## src/rtl/core/dri_pkg.sv

```systemverilog
// Shared constants, register indexes and the lane control struct for the
// dead-reckoning integrator. No dependencies.
package dri_pkg;

  localparam int NUM_AXES   = 3;
  localparam int ACCEL_W    = 16;
  localparam int POS_W      = 48;
  localparam int TS_W       = 25;
  localparam int DZ_W       = 15;
  localparam int LIM_W      = 8;
  localparam int RUN_W      = 8;
  localparam int CFG_IDX_W  = 3;
  localparam int CFG_DATA_W = 25;

  // time_step has 24 fractional bits; the trapezoid halving adds one more
  localparam int TRAP_SH = 25;
  // low slice of the velocity sum fed to the position multiplier
  localparam int LO_W = 32;

  localparam int FRAC_BITS_DEF   = 24;
  localparam int STATE_WIDTH_DEF = 48;

  localparam logic [TS_W-1:0]  TS_RST   = TS_W'(167772);
  localparam logic [DZ_W-1:0]  DZ_X_RST = DZ_W'(10);
  localparam logic [DZ_W-1:0]  DZ_Y_RST = DZ_W'(12);
  localparam logic [DZ_W-1:0]  DZ_Z_RST = DZ_W'(14);
  localparam logic [LIM_W-1:0] LIM_RST  = LIM_W'(3);

  localparam logic [CFG_IDX_W-1:0] REG_TIME_STEP  = 3'd0;
  localparam logic [CFG_IDX_W-1:0] REG_DEADZONE_X = 3'd1;
  localparam logic [CFG_IDX_W-1:0] REG_DEADZONE_Y = 3'd2;
  localparam logic [CFG_IDX_W-1:0] REG_DEADZONE_Z = 3'd3;
  localparam logic [CFG_IDX_W-1:0] REG_STILL_LIM  = 3'd4;

  // one strobe per step of the lane datapath
  typedef struct packed {
    logic load;    // capture sample, apply deadzone
    logic mul;     // acceleration sum times time step
    logic vel;     // new velocity, saturated
    logic vsum;    // velocity sum for the position step
    logic pmul;    // velocity sum times time step
    logic dp;      // position increment
    logic commit;  // update state, present result
  } lane_ctrl_t;

endpackage

```

## src/rtl/core/dri_lane.sv

```systemverilog
// One axis of the integrator: deadzone, trapezoid velocity and position
// steps, zero-run counter and velocity clear. Uses dri_pkg.
module dri_lane #(
  parameter int FRAC_BITS   = dri_pkg::FRAC_BITS_DEF,
  parameter int STATE_WIDTH = dri_pkg::STATE_WIDTH_DEF
) (
  input  logic                               clk,
  input  logic                               rst_n,
  input  dri_pkg::lane_ctrl_t                ctrl,
  input  logic signed [dri_pkg::ACCEL_W-1:0] accel,
  input  logic [dri_pkg::TS_W-1:0]           time_step,
  input  logic [dri_pkg::DZ_W-1:0]           deadzone,
  input  logic [dri_pkg::LIM_W-1:0]          still_limit,
  output logic signed [STATE_WIDTH-1:0]      pos,
  output logic                               still
);
  import dri_pkg::*;

  localparam int SW     = STATE_WIDTH;
  localparam int AS_W   = ACCEL_W + 1;
  localparam int TSS_W  = TS_W + 1;
  localparam int PA_W   = AS_W + TSS_W;
  localparam int UP_SH  = (FRAC_BITS >= TRAP_SH) ? FRAC_BITS - TRAP_SH : 0;
  localparam int DN_SH  = (FRAC_BITS < TRAP_SH) ? TRAP_SH - FRAC_BITS : 0;
  localparam int DV_W   = PA_W + UP_SH;
  localparam int VW_W   = ((DV_W > SW) ? DV_W : SW) + 1;
  localparam int HI_W   = SW + 1 - LO_W;
  localparam int LO_PW  = LO_W + TS_W;
  localparam int HI_PW  = HI_W + TSS_W;
  localparam int PW     = SW + 1 + TSS_W;
  localparam int DP_W   = PW - TRAP_SH;
  localparam int PS_W   = ((DP_W > SW) ? DP_W : SW) + 1;
  localparam logic signed [SW-1:0] S_MAX = {1'b0, {(SW-1){1'b1}}};
  localparam logic signed [SW-1:0] S_MIN = {1'b1, {(SW-1){1'b0}}};
  localparam logic [RUN_W-1:0]     RUN_MAX = {RUN_W{1'b1}};

  logic signed [ACCEL_W-1:0] a_r, last_a_r;
  logic signed [PA_W-1:0]    pa_r;
  logic signed [SW-1:0]      v_new_r, last_v_r, last_p_r;
  logic signed [SW:0]        vsum_r;
  logic [LO_PW-1:0]          plo_r;
  logic signed [HI_PW-1:0]   phi_r;
  logic signed [DP_W-1:0]    dp_r;
  logic [RUN_W-1:0]          run_r;

  logic [AS_W-1:0]           mag;
  logic signed [ACCEL_W-1:0] a_dz;
  logic signed [AS_W-1:0]    asum;
  logic signed [TSS_W-1:0]   ts_s;
  logic signed [PA_W-1:0]    pa_nxt;
  logic signed [DV_W-1:0]    dv_ext, dv;
  logic signed [VW_W-1:0]    vw;
  logic [VW_W-SW:0]          vw_hi;
  logic signed [SW-1:0]      v_sat;
  logic signed [HI_W-1:0]    vs_hi;
  logic signed [PW-1:0]      full;
  logic signed [PS_W-1:0]    pw;
  logic [PS_W-SW:0]          pw_hi;
  logic signed [SW-1:0]      p_new;
  logic [RUN_W-1:0]          run_nxt;

  // deadzone: magnitude at or below the threshold counts as zero
  assign mag  = accel[ACCEL_W-1] ? (AS_W'(0) - AS_W'(accel)) : AS_W'(accel);
  assign a_dz = (mag <= AS_W'(deadzone)) ? '0 : accel;

  assign ts_s   = $signed({1'b0, time_step});
  assign asum   = AS_W'(a_r) + AS_W'(last_a_r);
  assign pa_nxt = PA_W'(asum) * PA_W'(ts_s);

  // velocity step, floor shift into the state format, then saturate
  assign dv_ext = DV_W'(pa_r);
  assign dv     = (dv_ext <<< UP_SH) >>> DN_SH;
  assign vw     = VW_W'(last_v_r) + VW_W'(dv);
  assign vw_hi  = vw[VW_W-1:SW-1];
  assign v_sat  = ((&vw_hi) || !(|vw_hi)) ? vw[SW-1:0] : (vw[VW_W-1] ? S_MIN : S_MAX);

  // position step: split product, recombine, floor shift, saturate
  assign vs_hi = vsum_r[SW:LO_W];
  assign full  = (PW'(phi_r) <<< LO_W) + $signed(PW'(plo_r));
  assign pw    = PS_W'(last_p_r) + PS_W'(dp_r);
  assign pw_hi = pw[PS_W-1:SW-1];
  assign p_new = ((&pw_hi) || !(|pw_hi)) ? pw[SW-1:0] : (pw[PS_W-1] ? S_MIN : S_MAX);

  assign run_nxt = (a_r == '0) ? ((run_r == RUN_MAX) ? RUN_MAX : run_r + RUN_W'(1)) : '0;
  assign still   = (run_nxt >= still_limit);
  assign pos     = p_new;

  always_ff @(posedge clk) begin
    if (ctrl.load) begin
      a_r <= a_dz;
    end
    if (ctrl.mul) begin
      pa_r <= pa_nxt;
    end
    if (ctrl.vel) begin
      v_new_r <= v_sat;
    end
    if (ctrl.vsum) begin
      vsum_r <= (SW+1)'(v_new_r) + (SW+1)'(last_v_r);
    end
    if (ctrl.pmul) begin
      plo_r <= LO_PW'(vsum_r[LO_W-1:0]) * LO_PW'(time_step);
      phi_r <= HI_PW'(vs_hi) * HI_PW'(ts_s);
    end
    if (ctrl.dp) begin
      dp_r <= full[PW-1:TRAP_SH];
    end
  end

  always_ff @(posedge clk) begin
    if (!rst_n) begin
      last_a_r <= '0;
      last_v_r <= '0;
      last_p_r <= '0;
      run_r    <= '0;
    end else if (ctrl.commit) begin
      last_a_r <= a_r;
      last_v_r <= still ? '0 : v_new_r;
      last_p_r <= p_new;
      run_r    <= run_nxt;
    end
  end

endmodule

```

## config.mk

```make
export PLATFORM = sky130hd
export DESIGN_NAME = dri_lane
export DESIGN_NICKNAME = d
export VERILOG_FILES = /design/src/rtl/core/dri_pkg.sv /design/src/rtl/core/dri_lane.sv
export SDC_FILE = /design/constraint.sdc
export NUM_CORES = 2
export LEC_CHECK = 0
export ABC_AREA = 1
export BUFFER_PORTS_ARGS = -buffer_cell sky130_fd_sc_hd__buf_2
export CAP_MARGIN = 10
export CORE_ASPECT_RATIO = 1.2
export CORE_MARGIN = 2
export CORE_UTILIZATION = 35
export CTS_CLUSTER_SIZE = 28
export DETAILED_ROUTE_END_ITERATION = 10
export HOLD_SLACK_MARGIN = 0.06
export MAX_ROUTING_LAYER = met4
export PLACE_DENSITY = 0.54
export SETUP_SLACK_MARGIN = 0.2
export SYNTH_ARGS = -nofsm -noshare
export SYNTH_HDL_FRONTEND = slang
export SYNTH_SLANG_ARGS = --single-unit
```

## constraint.sdc

```tcl
create_clock -name clk -period 9.7 [get_ports clk]
set_clock_uncertainty 0.1 [all_clocks]
set_input_delay 0.485 -clock clk [delete_from_list [all_inputs] [get_ports clk]]
set_output_delay 0.485 -clock clk [all_outputs]
set_load 0.05 [all_outputs]
```

Word-level counts from Yosys, hierarchy flattened
Cells that the tools add are included.

cells by class
  add/subtract/negate cells = 7
  multipliers = 3
  divide/modulo/power cells = 0
  $lt $le $gt $ge = 2
  equality and inequality tests = 1
  shifts and indexed selects = 0
  muxes and demuxes = 8
  bitwise gates (word level) = 0
  reductions and logical operators = 9

operators with widths
  kind                     count
  $mux W48                 5
  $mul A17 B26 Y43         2
  $add A75 B58 Y75         1
  $mul A32 B25 Y57         1
  $add A48 B50 Y51         1
  $add A48 B42 Y49         1
  $add A48 B48 Y49         1
  $add A16 B16 Y17         1
  $le A17 B15 Y1           1
  $mux W17                 1
  $sub A1 B16 Y17 const A  1
  $logic_not A16 Y1        1
  $mux W8                  2
  $add A8 B1 Y8 const B    1
  $eq A8 B8 Y1 const B     1
  $ge A8 B8 Y1             1
  $reduce_and A4 Y1        1
  $reduce_or A4 Y1         1
  $logic_not A1 Y1         2
  $logic_or A1 B1 Y1       2
  $reduce_and A2 Y1        1
  $reduce_or A2 Y1         1

word-level totals
  bits in registers = 426
  latch bits = 0
  memory bits (writable) = 0
  memory bits (read-only) = 0
  input bits = 73
  output and inout bits = 49
  word-level logic and storage cells = 41
  memories = 0

Longest topological paths before layout
  depth in word-level cells = 5
  depth in mapped cells = 38

Worst setup path after synthesis
No wires, ideal clock.

  path type = register -> register
  start point = register a_r[0]
  end point = register pa_r[36], in the netlist dv_ext[36], data pin
  data arrival time = 6848 ps
  slack = 2494 ps
  stages on the path, launching flop included = 35
  period minus slack after synthesis = 7206 ps
  cell sequence = edfxtp_1 -> ha_1 -> inv_1 -> fa_1 -> nand3b_1 -> nand2_1 -> nand2_1 -> nand2_1 -> a21oi_1 -> o21ai_0 -> or2_2 -> nand2_1 -> inv_1 -> clkbuf_1 -> nand2_1 -> fa_1 -> inv_1 -> fa_1 -> inv_1 -> fa_1 -> inv_1 -> fa_1 -> inv_1 -> fa_1 -> inv_1 -> fa_1 -> ha_1 -> a21oi_1 -> inv_1 -> a21oi_1 -> a21boi_0 -> o21ai_0 -> nand3_1 -> nand2_1 -> xor2_1

between the ends
  longest elaborated chain between the ends = 2

RTL lines
  item                      line            source
  start: declaration        dri_lane.sv:37  logic signed [ACCEL_W-1:0] a_r, last_a_r;
  start signal: assignment  dri_lane.sv:90  a_r <= a_dz;
  $add A16 B16 Y17          dri_lane.sv:67  assign asum = AS_W'(a_r) + AS_W'(last_a_r);
  $mul A17 B26 Y43          dri_lane.sv:68  assign pa_nxt = PA_W'(asum) * PA_W'(ts_s);
  net pa_nxt[36]            dri_lane.sv:50  logic signed [PA_W-1:0] pa_nxt;
  end signal: assignment    dri_lane.sv:93  pa_r <= pa_nxt;
  end: declaration          dri_lane.sv:38  logic signed [PA_W-1:0] pa_r;

The timed path passes the listed nets, and every way through them passes these cells.
A chain may end at the register's enable or synchronous reset.

Worst setup path after layout
Same ends and word-level chain as after synthesis.

==> results by group <==
Synthesis
  • Synthesized-area fraction occupied by adder cells: 44.07%
  • Warnings, synthesis: 0
  • Yosys reg bits: 400
  • Synth Area in XOR/XNOR: 3.111%
  • Mux cell area share after synthesis: 0%
  • Cell taking the most area after synthesis: fa_1
  • Mean Syn Cell Area: 7.736 µm²
  • Post-synthesis compound-gate area fraction: 6.829%
  • Most common cell in the synthesized netlist: inv_1
  • Share of flip-flops with an asynchronous set or reset: 0%
  • Sequential-to-total area share from yosys stat: 13.15%
  • Largest family of logic cells by synthesized area: adder cells
  • Top cells by area, synth: fa_1 34%, inv_1 12%, nand2_1 12%
  • EDFF count, synth: 280
  • Distinct cells, synth: 59
  • Top_reg_cell synth: edfxtp_1
  • Post-Synth Simple-Gate Area: 18.71%
  • Summed instance area of the synthesized netlist: 82200 µm²
  • Synthesized net count: 12770
  • Most instantiated cells after synthesis: 2605 x inv_1, 2534 x nand2_1, 1379 x fa_1, 751 x nor2_1, 689 x ha_1
  • Mapped Cells: 10630
  • Area fraction of the dominant cell type after synthesis: 33.59%

Clocking
  • Worst-skew pair later-pin latency: 710 ps
  • Worst-path clk slew: 60 ps
  • Clock Sink Count: 400
  • CTS H-tree lvls: 2
  • Inserted Clock Buffers: 55
  • CTS Buffer Depth: 3
  • Postcts setup bufs: 0
  • CTS tree: done
  • Root buffer cell: clkbuf_16

Drt
  • DRT Pass-1 Iters: 5
  • Post-route ant nets: 0
  • Routed WL per cell: 21.24 µm
  • Vias: 68150
  • # DRC: 0
  • Drt via density: 4.972
  • Initial drt markers: 4273
  • Final wirelength: 291100 µm

Finish
  • Layout cells sized above 1: 4.487%
  • Layout Nets: 12660
  • Area delta synth->final: 7.068%
  • Fillers: 24530
  • Final instance area: 88010 µm²

Die
  • Core area: 233300 µm²
  • Initial Util: 35.24%
  • Site row count: 194
  • Num ports: 122
  • Overall die height: 534.9 µm
  • Die width: 446.4 µm
  • Die area: 238800 µm²

Placed design
  • I/O Buffers: 121
  • Routability congestion estimate: 0.9671
  • Dpl cell area: 86070 µm²
  • DPL Wire Length: 240300 µm

Worst setup path
  • CP startpoint: a_r[0]
  • Startpoint types: register
  • Max incr delay on CP: 630 ps
  • CP max stage cell: inv_1
  • RR Startpoint: a_r[0]
  • Worst Path Required: 10040 ps
  • Worst Setup End Kind: register
  • Crit path max fanout: 18
  • CP arrival: 8870 ps
  • Kind of critical path: reg2reg

Global route
  • Number of global-route vias before repair: 72890
  • First-pass GRT wire length: 442700 µm
  • Largest net degree at the start of global routing: 95
  • Congestion Overflow GR: 0
  • Initial antenna violation count: 7
  • Total track usage: 25.28%

STA
  • Setup TNS Final: 0 ps
  • Hold Fails Final Rpt: 0
  • FMAX: 117.2 MHz
  • Slew @ Worst Pin: 1288 ps
  • RSZ-0062 raised after global routing: no
  • Min Tclk post-route: 8531 ps
  • Slew Viols, Final: 0
  • Final number of setup-violating endpoints: 0
  • Slew headroom: 14.12%
  • Final period util: 87.95%

Min path
  • Hold_sp: accel[14]
  • Worst hold-check path type: in2reg

Outcome
  • Status: finished clean

Job
  • Maxcap violations: 0
-- layer usage --
metal  wire length (µm)  vias to the layer above  global-route usage (%)
met2             149700                     1837                   45.10
met3              13190                      573                   2.740
li1                   -                    31540                       -
met5                  0                        -                       -
met4              17340                        0                   12.36
met1             110800                    34210                   27.93
-- cells in the final DEF (no fill, tap or decap), types with 11 or more instances in the layout --
master	count
dfxtp_1	120
inv_1	2605
nor3_1	58
nand4_1	50
a21oi_1	467
o211ai_1	14
nor4_1	29
nand2_2	18
o21a_1	43
xor2_1	183
nor2_2	13
fa_1	1378
xnor2_1	108
clkinv_2	11
nand3_2	35
a21o_1	31
clkbuf_16	58
a21boi_0	18
or2_2	12
nand2_1	2533
nand3_1	288
edfxtp_1	280
a31oi_1	78
buf_2	118
buf_4	139
ha_1	689
inv_2	20
o21ai_0	239
nor2_1	751
o21bai_1	43
-- what timing repair did --
action | in CTS | in global routing
resized for setup | 0 | 0
hold endpoints to repair | 2 | 0
hold buffers | 2 | 0
-- metrics by stage --
| stage | cells | setup slack (ps) | util [%] | hold slack [ps] |
|---|---|---|---|---|
| after floorplan | 10630 | 2494 | - | 300.3 |
| after CTS | 13700 | 1132 | 37.72 | 65.31 |
| final | 13710 | 1169 | 37.73 | 90.12 |
| after global routing | 13700 | 464.5 | 37.72 | 104.7 |
| after global placement | 13600 | 1118 | 36.90 | 306.5 |
| after detailed placement | 13600 | 1180 | 36.90 | 304.5 |
-- critical path, delay by kind of cell (launching register included) --
| family | cells | cell delay, ps |
|---|---|---|
| xor+xnor | 1 | 140 |
| flops | 1 | 380 |
| simple gates | 10 | 1110 |
| compound gates | 6 | 1650 |
| buf+inv | 8 | 1010 |
| fa+ha+maj | 9 | 3880 |
-- cells by family after synthesis --
kind of cell / Yosys count
adders and majority gates: 2068
AOI/OAI and AO/OA: 994
DFF: 400
buffers and inverters: 3056
xor gates and xnor gates: 292
and+or+nand+nor: 3815
-- worst paths after layout --
check                     to  cells past startpoint  slack [ps]
hold reg to reg      dp_r[4]                      0         320
hold / removal       a_r[14]                      3          90
setup / recovery  dv_ext[36]                     34        1170
setup reg to reg  dv_ext[36]                     34        1170
-- registers in the layout (all words and copies together), names as in the netlist --
name and flops:
dp_r 50, vsum_r 49, last_p_r 48, last_v_r 48, v_new_r 48, phi_r 43
dv_ext 42, plo_r 32, a_r 16, last_a_r 16, run_r 8
-- cell type report --
| type | instances | area, µm² | area share, % |
|---|---|---|---|
| tap | 3136 | 3924 | 4.458 |
| multi-input combinational | 7169 | 59810 | 67.96 |
| timing repair buffer | 260 | 1665 | 1.892 |
| antenna | 5 | 12.51 | 0.01422 |
| sequential | 400 | 10810 | 12.28 |
| clock inverter | 38 | 371.6 | 0.4222 |
| inverter | 2632 | 9881 | 11.23 |
| clock buffer | 66 | 1531 | 1.740 |
Power is left out: the tool's default activity adds up to more than one toggle a clock period on the data nets, which glitch-free logic cannot reach.
